[config.mk]
export PLATFORM = sky130hd
export DESIGN_NAME = gregorian_date_add_days
export DESIGN_NICKNAME = d
export VERILOG_FILES = /design/src/rtl/gda_pkg.sv /design/src/rtl/gda_serial.sv /design/src/rtl/gda_divide.sv /design/src/rtl/gda_calendar.sv /design/src/rtl/gregorian_date_add_days.sv
export SDC_FILE = /design/constraint.sdc
export NUM_CORES = 2
export LEC_CHECK = 0
export BUFFER_PORTS_ARGS = -buffer_cell sky130_fd_sc_hd__buf_2
export CAP_MARGIN = 20
export CORE_MARGIN = 5
export CORE_UTILIZATION = 59
export CTS_CLUSTER_DIAMETER = 100
export DETAILED_ROUTE_END_ITERATION = 7
export PLACE_DENSITY = 0.79
export SETUP_SLACK_MARGIN = 0.02
export SLEW_MARGIN = 30
export SYNTH_ARGS = -nofsm -noshare
export SYNTH_HDL_FRONTEND = slang
export SYNTH_SLANG_ARGS = --single-unit
[constraint.sdc]
create_clock -name aclk -period 9.23 [get_ports aclk]
set_input_delay 0.923 -clock aclk [delete_from_list [all_inputs] [get_ports aclk]]
set_output_delay 0.923 -clock aclk [all_outputs]
set_load 0.03 [all_outputs]
[src/rtl/gda_pkg.sv]
package gda_pkg;

    // Day counts of the Gregorian cycles
    localparam int unsigned DAYS_PER_400Y = 146097;
    localparam int unsigned DAYS_PER_100Y = 36524;
    localparam int unsigned DAYS_PER_4Y   = 1461;
    localparam int unsigned DAYS_PER_Y    = 365;

    // Reciprocals for division by constants
    // ceil(2^17 / 25): exact floor for any 12-bit dividend
    localparam logic [12:0] RECIP_25           = 13'd5243;
    localparam int          RECIP_25_SHIFT     = 17;
    // floor(2^31 / 146097): estimate is the quotient or one below it
    localparam logic [13:0] RECIP_400Y         = 14'd14699;
    localparam int          RECIP_400Y_SHIFT   = 31;
    // ceil(2^26 / 1461): exact floor for dividends below 2^16
    localparam logic [15:0] RECIP_4Y           = 16'd45934;
    localparam int          RECIP_4Y_SHIFT     = 26;

    localparam int SERIAL_W = 24;

    typedef enum logic [1:0] {
        STATUS_OK       = 2'd0,
        STATUS_BAD_DATE = 2'd1,
        STATUS_RANGE    = 2'd2
    } status_t;

    // Day number counted from 0001-01-01
    typedef struct packed {
        logic                valid;
        logic                bad;
        logic [SERIAL_W-1:0] serial;
    } day_num_t;

    // Day number broken into cycle counts and day of year
    typedef struct packed {
        logic       valid;
        logic       bad;
        logic [6:0] q400;
        logic [1:0] cent;
        logic [4:0] quad;
        logic [1:0] yr;
        logic [8:0] doy;
    } ydec_t;

    typedef struct packed {
        logic        valid;
        status_t     status;
        logic [4:0]  day;
        logic [3:0]  month;
        logic [13:0] year;
    } result_t;

    // Days before the month, zero-based month index
    function automatic logic [8:0] month_start(input logic [3:0] mon_idx, input logic leap);
        logic [8:0] base;
        case (mon_idx)
            4'd0:    base = 9'd0;
            4'd1:    base = 9'd31;
            4'd2:    base = 9'd59;
            4'd3:    base = 9'd90;
            4'd4:    base = 9'd120;
            4'd5:    base = 9'd151;
            4'd6:    base = 9'd181;
            4'd7:    base = 9'd212;
            4'd8:    base = 9'd243;
            4'd9:    base = 9'd273;
            4'd10:   base = 9'd304;
            4'd11:   base = 9'd334;
            default: base = 9'd0;
        endcase
        month_start = base + ((leap && (mon_idx > 4'd1)) ? 9'd1 : 9'd0);
    endfunction

    // Length of the month, one-based month
    function automatic logic [4:0] month_len(input logic [3:0] mon, input logic leap);
        logic [4:0] len;
        case (mon)
            4'd1, 4'd3, 4'd5, 4'd7, 4'd8, 4'd10, 4'd12: len = 5'd31;
            4'd4, 4'd6, 4'd9, 4'd11:                    len = 5'd30;
            4'd2:    len = leap ? 5'd29 : 5'd28;
            default: len = 5'd0;
        endcase
        month_len = len;
    endfunction

endpackage

[src/rtl/gda_serial.sv]
module gda_serial
    import gda_pkg::*;
#(
    parameter int unsigned MAX_YEAR = 9999
) (
    input  logic        aclk,
    input  logic        aresetn,
    input  logic        advance,
    input  logic        in_valid,
    input  logic [13:0] in_year,
    input  logic [3:0]  in_month,
    input  logic [4:0]  in_day,
    input  logic [21:0] in_days,
    output day_num_t    dnum_o
);

    localparam logic [16:0] MAX_YEAR17 = 17'(MAX_YEAR);

    typedef struct packed {
        logic        valid;
        logic        ok_range;
        logic [13:0] year;
        logic [3:0]  month;
        logic [4:0]  day;
        logic [21:0] days;
        logic [7:0]  q100;
    } st1_t;

    typedef struct packed {
        logic        valid;
        logic        bad;
        logic [22:0] base;
        logic [7:0]  c100;
        logic [5:0]  c400;
        logic [8:0]  doy;
        logic [21:0] days;
    } st2_t;

    st1_t     s1_reg, s1_next;
    st2_t     s2_reg, s2_next;
    day_num_t s3_reg, s3_next;

    logic [24:0] q100_prod;
    logic [13:0] hund;
    logic [13:0] rem100;
    logic        z100;
    logic        z400;
    logic        leap;
    logic [13:0] py;

    // Stage 1: year / 100 by reciprocal of (year / 4) / 25, range checks
    assign q100_prod = 25'(in_year[13:2]) * 25'(RECIP_25);

    always_comb begin
        s1_next.valid    = in_valid;
        s1_next.ok_range = (in_year != 14'd0) && ({3'b000, in_year} <= MAX_YEAR17) &&
                           (in_month != 4'd0) && (in_month <= 4'd12) && (in_day != 5'd0);
        s1_next.year     = in_year;
        s1_next.month    = in_month;
        s1_next.day      = in_day;
        s1_next.days     = in_days;
        s1_next.q100     = q100_prod[RECIP_25_SHIFT +: 8];
    end

    // Stage 2: leap rule, day check, year base and day of year
    assign hund   = 14'(s1_reg.q100) * 14'd100;
    assign rem100 = s1_reg.year - hund;
    assign z100   = (rem100 == 14'd0);
    assign z400   = z100 && (s1_reg.q100[1:0] == 2'b00);
    assign leap   = (s1_reg.year[1:0] == 2'b00) && (!z100 || z400);
    assign py     = s1_reg.year - 14'd1;

    always_comb begin
        s2_next.valid = s1_reg.valid;
        s2_next.bad   = !s1_reg.ok_range || (s1_reg.day > month_len(s1_reg.month, leap));
        s2_next.base  = 23'(py) * 23'(DAYS_PER_Y) + 23'(py[13:2]);
        s2_next.c100  = s1_reg.q100 - {7'd0, z100};
        s2_next.c400  = s1_reg.q100[7:2] - {5'd0, z400};
        s2_next.doy   = month_start(s1_reg.month - 4'd1, leap) + 9'(s1_reg.day) - 9'd1;
        s2_next.days  = s1_reg.days;
    end

    // Stage 3: sum into the day number
    always_comb begin
        s3_next.valid  = s2_reg.valid;
        s3_next.bad    = s2_reg.bad;
        s3_next.serial = SERIAL_W'(s2_reg.base) - SERIAL_W'(s2_reg.c100) +
                         SERIAL_W'(s2_reg.c400) + SERIAL_W'(s2_reg.doy) +
                         SERIAL_W'(s2_reg.days);
    end

    // Advance all stages together
    always_ff @(posedge aclk) begin
        if (!aresetn) begin
            s1_reg.valid <= 1'b0;
            s2_reg.valid <= 1'b0;
            s3_reg.valid <= 1'b0;
        end else if (advance) begin
            s1_reg <= s1_next;
            s2_reg <= s2_next;
            s3_reg <= s3_next;
        end
    end

    assign dnum_o = s3_reg;

endmodule

[src/rtl/gda_divide.sv]
module gda_divide
    import gda_pkg::*;
(
    input  logic     aclk,
    input  logic     aresetn,
    input  logic     advance,
    input  day_num_t dnum_i,
    output ydec_t    ydec_o
);

    typedef struct packed {
        logic                valid;
        logic                bad;
        logic [SERIAL_W-1:0] serial;
        logic [6:0]          q_est;
    } st4_t;

    typedef struct packed {
        logic        valid;
        logic        bad;
        logic [6:0]  q400;
        logic [17:0] r400;
    } st5_t;

    typedef struct packed {
        logic        valid;
        logic        bad;
        logic [6:0]  q400;
        logic [1:0]  cent;
        logic [15:0] r100;
    } st6_t;

    typedef struct packed {
        logic        valid;
        logic        bad;
        logic [6:0]  q400;
        logic [1:0]  cent;
        logic [15:0] r100;
        logic [4:0]  quad;
    } st7_t;

    st4_t  s4_reg, s4_next;
    st5_t  s5_reg, s5_next;
    st6_t  s6_reg, s6_next;
    st7_t  s7_reg, s7_next;
    ydec_t s8_reg, s8_next;

    logic [37:0]         q_prod;
    logic [SERIAL_W-1:0] qmul;
    logic [SERIAL_W-1:0] rem;
    logic                rem_over;
    logic [31:0]         quad_prod;
    logic [15:0]         qmul4;
    logic [10:0]         r4;

    // Stage 4: estimate day number / 146097
    assign q_prod = 38'(dnum_i.serial) * 38'(RECIP_400Y);

    always_comb begin
        s4_next.valid  = dnum_i.valid;
        s4_next.bad    = dnum_i.bad;
        s4_next.serial = dnum_i.serial;
        s4_next.q_est  = q_prod[RECIP_400Y_SHIFT +: 7];
    end

    // Stage 5: remainder and one correction step
    assign qmul     = SERIAL_W'(s4_reg.q_est) * SERIAL_W'(DAYS_PER_400Y);
    assign rem      = s4_reg.serial - qmul;
    assign rem_over = (rem >= SERIAL_W'(DAYS_PER_400Y));

    always_comb begin
        s5_next.valid = s4_reg.valid;
        s5_next.bad   = s4_reg.bad;
        s5_next.q400  = s4_reg.q_est + {6'd0, rem_over};
        s5_next.r400  = rem_over ? 18'(rem - SERIAL_W'(DAYS_PER_400Y)) : 18'(rem);
    end

    // Stage 6: centuries within the 400-year cycle, last one absorbs the leap day
    always_comb begin
        s6_next.valid = s5_reg.valid;
        s6_next.bad   = s5_reg.bad;
        s6_next.q400  = s5_reg.q400;
        if (s5_reg.r400 >= 18'(3 * DAYS_PER_100Y)) begin
            s6_next.cent = 2'd3;
            s6_next.r100 = 16'(s5_reg.r400 - 18'(3 * DAYS_PER_100Y));
        end else if (s5_reg.r400 >= 18'(2 * DAYS_PER_100Y)) begin
            s6_next.cent = 2'd2;
            s6_next.r100 = 16'(s5_reg.r400 - 18'(2 * DAYS_PER_100Y));
        end else if (s5_reg.r400 >= 18'(DAYS_PER_100Y)) begin
            s6_next.cent = 2'd1;
            s6_next.r100 = 16'(s5_reg.r400 - 18'(DAYS_PER_100Y));
        end else begin
            s6_next.cent = 2'd0;
            s6_next.r100 = 16'(s5_reg.r400);
        end
    end

    // Stage 7: four-year cycles by reciprocal
    assign quad_prod = 32'(s6_reg.r100) * 32'(RECIP_4Y);

    always_comb begin
        s7_next.valid = s6_reg.valid;
        s7_next.bad   = s6_reg.bad;
        s7_next.q400  = s6_reg.q400;
        s7_next.cent  = s6_reg.cent;
        s7_next.r100  = s6_reg.r100;
        s7_next.quad  = quad_prod[RECIP_4Y_SHIFT +: 5];
    end

    // Stage 8: years within the four-year cycle, last one absorbs the leap day
    assign qmul4 = 16'(s7_reg.quad) * 16'(DAYS_PER_4Y);
    assign r4    = 11'(s7_reg.r100 - qmul4);

    always_comb begin
        s8_next.valid = s7_reg.valid;
        s8_next.bad   = s7_reg.bad;
        s8_next.q400  = s7_reg.q400;
        s8_next.cent  = s7_reg.cent;
        s8_next.quad  = s7_reg.quad;
        if (r4 >= 11'(3 * DAYS_PER_Y)) begin
            s8_next.yr  = 2'd3;
            s8_next.doy = 9'(r4 - 11'(3 * DAYS_PER_Y));
        end else if (r4 >= 11'(2 * DAYS_PER_Y)) begin
            s8_next.yr  = 2'd2;
            s8_next.doy = 9'(r4 - 11'(2 * DAYS_PER_Y));
        end else if (r4 >= 11'(DAYS_PER_Y)) begin
            s8_next.yr  = 2'd1;
            s8_next.doy = 9'(r4 - 11'(DAYS_PER_Y));
        end else begin
            s8_next.yr  = 2'd0;
            s8_next.doy = 9'(r4);
        end
    end

    // Advance all stages together
    always_ff @(posedge aclk) begin
        if (!aresetn) begin
            s4_reg.valid <= 1'b0;
            s5_reg.valid <= 1'b0;
            s6_reg.valid <= 1'b0;
            s7_reg.valid <= 1'b0;
            s8_reg.valid <= 1'b0;
        end else if (advance) begin
            s4_reg <= s4_next;
            s5_reg <= s5_next;
            s6_reg <= s6_next;
            s7_reg <= s7_next;
            s8_reg <= s8_next;
        end
    end

    assign ydec_o = s8_reg;

endmodule

[src/rtl/gda_calendar.sv]
module gda_calendar
    import gda_pkg::*;
#(
    parameter int unsigned MAX_YEAR = 9999
) (
    input  logic    aclk,
    input  logic    aresetn,
    input  logic    advance,
    input  ydec_t   ydec_i,
    output result_t res_o
);

    localparam logic [15:0] MAX_YEAR16  = 16'(MAX_YEAR);
    localparam logic [15:0] YEARS_400   = 16'd400;
    localparam logic [15:0] YEARS_100   = 16'd100;
    localparam logic [15:0] YEARS_4     = 16'd4;
    localparam logic [4:0]  LAST_QUAD   = 5'd24;

    result_t     res_reg, res_next;
    logic [15:0] year16;
    logic        leap;
    logic [3:0]  mon_idx;
    logic [8:0]  day_off;

    // Rebuild the year; leap years end a four-year cycle, except a century
    // that does not close the 400-year cycle
    assign year16 = 16'(ydec_i.q400) * YEARS_400 + 16'(ydec_i.cent) * YEARS_100 +
                    16'(ydec_i.quad) * YEARS_4 + 16'(ydec_i.yr) + 16'd1;
    assign leap   = (ydec_i.yr == 2'd3) && ((ydec_i.quad != LAST_QUAD) || (ydec_i.cent == 2'd3));

    // Find the month: last one whose start does not pass the day of year
    always_comb begin
        mon_idx = 4'd0;
        for (int i = 1; i < 12; i++) begin
            if (ydec_i.doy >= month_start(4'(i), leap)) begin
                mon_idx = 4'(i);
            end
        end
    end

    assign day_off = ydec_i.doy - month_start(mon_idx, leap);

    // Select the status and clear the fields of a failed item
    always_comb begin
        res_next.valid = ydec_i.valid;
        if (ydec_i.bad) begin
            res_next.status = STATUS_BAD_DATE;
            res_next.year   = 14'd0;
            res_next.month  = 4'd0;
            res_next.day    = 5'd0;
        end else if (year16 > MAX_YEAR16) begin
            res_next.status = STATUS_RANGE;
            res_next.year   = 14'd0;
            res_next.month  = 4'd0;
            res_next.day    = 5'd0;
        end else begin
            res_next.status = STATUS_OK;
            res_next.year   = year16[13:0];
            res_next.month  = mon_idx + 4'd1;
            res_next.day    = 5'(day_off) + 5'd1;
        end
    end

    // Output register
    always_ff @(posedge aclk) begin
        if (!aresetn) begin
            res_reg.valid <= 1'b0;
        end else if (advance) begin
            res_reg <= res_next;
        end
    end

    assign res_o = res_reg;

endmodule

[src/rtl/gregorian_date_add_days.sv]
// Gregorian date plus a day count.
// Input stream s_*: one item is a start date (year, month, day) and a count of
// days to add; it is taken at a rising edge where s_tvalid and s_tready are high.
// Output stream m_*: one item per input item, in order, with the resulting date
// and a status: 0 ok, 1 invalid start date, 2 result past MAX_YEAR. A failed
// item carries zero year, month and day.
// Nine register stages: three stages turn the date into a day number, five
// stages split it into 400-, 100-, 4- and 1-year cycles, one stage finds month
// and day and drives the output register.
// Throughput is one item per cycle unless the receiver stalls; every stage is a
// register and no unit is shared between items.
// When the receiver stalls with a result waiting, the whole pipeline holds and
// s_tready drops in the same cycle; nothing is lost or repeated.
// Reset (aresetn low at a clock edge) empties the pipeline; items in flight are
// dropped and m_tvalid is low afterward.
module gregorian_date_add_days
    import gda_pkg::*;
#(
    parameter int unsigned MAX_YEAR = 9999
) (
    input  logic        aclk,
    input  logic        aresetn,
    input  logic        s_tvalid,
    output logic        s_tready,
    // start_year[13:0], start_month[17:14], start_day[22:18],
    // days_elapsed[44:23], zero [47:45]
    input  logic [47:0] s_tdata,
    output logic        m_tvalid,
    input  logic        m_tready,
    // end_year[13:0], end_month[17:14], end_day[22:18], status[24:23],
    // zero [31:25]
    output logic [31:0] m_tdata
);

    logic     advance;
    day_num_t dnum;
    ydec_t    ydec;
    result_t  res;

    // Hold the whole pipeline while a result waits
    assign advance  = !res.valid || m_tready;
    assign s_tready = advance;

    gda_serial #(
        .MAX_YEAR (MAX_YEAR)
    ) u_serial (
        .aclk     (aclk),
        .aresetn  (aresetn),
        .advance  (advance),
        .in_valid (s_tvalid),
        .in_year  (s_tdata[13:0]),
        .in_month (s_tdata[17:14]),
        .in_day   (s_tdata[22:18]),
        .in_days  (s_tdata[44:23]),
        .dnum_o   (dnum)
    );

    gda_divide u_divide (
        .aclk    (aclk),
        .aresetn (aresetn),
        .advance (advance),
        .dnum_i  (dnum),
        .ydec_o  (ydec)
    );

    gda_calendar #(
        .MAX_YEAR (MAX_YEAR)
    ) u_calendar (
        .aclk    (aclk),
        .aresetn (aresetn),
        .advance (advance),
        .ydec_i  (ydec),
        .res_o   (res)
    );

    assign m_tvalid = res.valid;
    assign m_tdata  = {7'd0, res.status, res.day, res.month, res.year};

`ifndef NO_ASSERTIONS
    // Failed items carry no date
    a_fail_zero: assert property (@(posedge aclk) disable iff (!aresetn)
        (m_tvalid && (m_tdata[24:23] != STATUS_OK)) |-> (m_tdata[22:0] == 23'd0))
        else $error("failed item carries a nonzero date");

    // Good items carry a date in range
    a_ok_range: assert property (@(posedge aclk) disable iff (!aresetn)
        (m_tvalid && (m_tdata[24:23] == STATUS_OK)) |->
        ((m_tdata[17:14] >= 4'd1) && (m_tdata[17:14] <= 4'd12) &&
         (m_tdata[22:18] >= 5'd1) && (m_tdata[22:18] <= 5'd31) &&
         ((MAX_YEAR > 16383) || (m_tdata[13:0] != 14'd0))))
        else $error("good item carries a date out of range");

    // Reset empties the pipeline
    a_reset_empty: assert property (@(posedge aclk)
        !aresetn |=> !m_tvalid)
        else $error("result valid right after reset");

    // Status is never an unused code
    a_status_code: assert property (@(posedge aclk) disable iff (!aresetn)
        m_tvalid |-> (m_tdata[24:23] != 2'b11))
        else $error("unused status code on output");
`endif

endmodule
==> out/metrics.cfg <==
[critical_path]
timing.rr.start=u_serial.s1_reg[43]
crit_path_end_kind=flip-flop
path_max_fanout=4
crit_arrival_ns=7.39
rrSetupSlack_ns=2.14
cp-startpoint=u_serial.s1_reg[43]
cp-start-kind=flip-flop
required_ns=9.53
crit_type=flip-flop to flip-flop

[placed_design]
numPortBuffers=75
dpl.cell_count=4377
gp_congestion=0.881
place_ws_ns=2.17
hpwl_mm=57.2

[layout]
fillers=4951
final_cell_mix=inv_1 (788), ha_1 (737), fa_1 (422)
final-seq-area_um2=9460
nets=4776
multi_input_area_um2=25400
diodes=0
area_growth_pct=6.89
largest_reg_flops=70
drive_gt1_share_pct=5.43
layout.cells.most_common=inv_1
fin_cells=4446

[floorplan]
core.rowCount=93
initial_utilization_pct=59.3
die_h_um=264
coreArea_um2=64100
die_w_um=264
die-area_um2=69600
ios=86

[clocking]
cts-resized-gates=0
cts_buffer_depth=3
clockRootBuffer=clkbuf_16
cts_setup_buffers=0
holdBufCountCts=0
htree_levels=2
insertion_delay_ns=0.56
numClockSinks=318
cts_tree=done
clk_pin_slew_worst_paths_ns=0.06
cts_buffers=40

[detailed_routing]
finalWirelength_mm=70.4
vias=24263
drt_iter0_markers=1265
ant_nets=0
dr.pass1.iters=6
wl_per_cell_um=15.8
route.detailed.drc=0
viasPerCell=5.46

[job]
drv_cap=0

[logic_synthesis]
synth_ff_type=edfxtp_1
synth_seq_cells=318
syn-cell-area_um2=38000
synth_edf_count=309
synthArstFlopShare_pct=0
ys_warn_count=0
ys_types=102
yosysSeqAreaShare_pct=24.9
synthCells=3474
syn_avg_cell_area_um2=10.9

[timing]
fmax_mhz=141
slew_violations=0
setup_tns_ns=0
hold_viol_final=0
tightest_slew_ns=0.857
finClkSkew_ns=0.0168
setup_viol=0
layout_setup_ws_ns=2.14
slew_headroom_pct=42.5
rsz0062_at_grt=no
hold_slack_ns=0.408
min_period_ns=7.09
layout_worst_path_cycle_share_pct=76.9

[grt]
grt_pass1_wl_mm=121
grt_antenna_before_repair=0
grt_pass1_vias=25613
overflow=0
grt_max_degree=159
grtUsageTotal_pct=20.6

[status]
status=finished, final reports clean

[hold_path]
hp-class=flip-flop to flip-flop
hold_start=u_divide.s7_reg[21]

-- metal layers --
layer / vias up / part of all wire (%) / global-route usage, %
li1: 11849 / - / -
met1: 11841 / 42 / 26.2
met2: 452 / 51 / 37.2
met3: 121 / 3.9 / 2.69
met4: 0 / 2.5 / 5.62
met5: - / 0 / 0
-- kinds of logic (layout without fill, tap and decap cells) --
group	Yosys count	after routing	synth area share (%)
buf+inv	826	937	8.28
flops	318	318	24.9
other cells	1	7	0.00987
compound gates	489	489	8.89
fa+ha+maj	1159	1159	46.5
mux	11	11	0.326
simple gates	461	461	6.18
xor+xnor	209	209	4.93
-- metrics by stage --
stage | cell area [um2] | util (%)
global placement | 39300 | 61.3
CTS | 40600 | 63.3
floorplan | 38000 | -
global route | 40600 | 63.4
finish | 40600 | 63.4
detailed placement | 39300 | 61.3
-- worst paths after layout --
check | to | cells after the start
max | u_serial.s2_reg[67] | 21
min | u_divide.ydec_o[16] | 0
min reg2reg | u_divide.ydec_o[16] | 0
max reg2reg | u_serial.s2_reg[67] | 21
-- final cells by class --
| class | count | share of cell area [%] |
|---|---|---|
| tap | 855 | 2.63 |
| timing repair buffer | 78 | 1.07 |
| multi-input combinational | 2336 | 62.6 |
| sequential | 318 | 23.3 |
| clock buffer | 46 | 2.57 |
| clock inverter | 22 | 0.524 |
| inverter | 791 | 7.32 |
-- Yosys cell counts, drive strengths merged, types with 6 or more instances --
cell,instances,area [um2]
nand2b,12,75.1
or3,17,106
nor3b,10,75.1
o22ai,10,62.6
o21ai,73,365
o21a,28,218
o21bai,20,150
a21o,42,315
nor2b,22,138
nand3,34,170
a31o,7,61.3
a21boi,18,135
nand2,118,458
or2,9,56.3
dfxtp,9,180
mux2i,6,63.8
a211oi,15,125
nand4,14,87.6
edfxtp,309,9280
clkbuf,25,93.8
fa,422,8450
nor3,58,300
xnor2,141,1260
a21oi,135,679
nor2,102,383
o31ai,16,139
inv,789,2960
nor4,12,75.1
o211ai,14,115
o2111ai,7,61.3
or4,7,56.3
a311oi,7,85.1
and3,14,87.6
xor2,67,594
ha,737,9220
a31oi,29,181
and2,13,82.6
buf,10,80.1
-- worst max-delay path: stages, from the launching register on --
cell and delay, ns:
edfxtp_1 0.45, or4_1 0.59, nor3_1 0.31, nand2_1 0.16, xnor2_1 0.48, ha_1 0.33
inv_1 0.09, fa_1 0.53, inv_1 0.05, fa_1 0.47, fa_1 0.52, fa_1 0.49
ha_1 0.25, nor4_1 0.40, o21ai_0 0.23, and3_1 0.25, a311o_1 0.39, a31oi_1 0.23
a21oi_1 0.15, a21o_1 0.19, a21oi_1 0.19, xor2_1 0.10
Power is not shown: default switching activity piles up to over one toggle a cycle in this logic, so the estimate is an artifact.
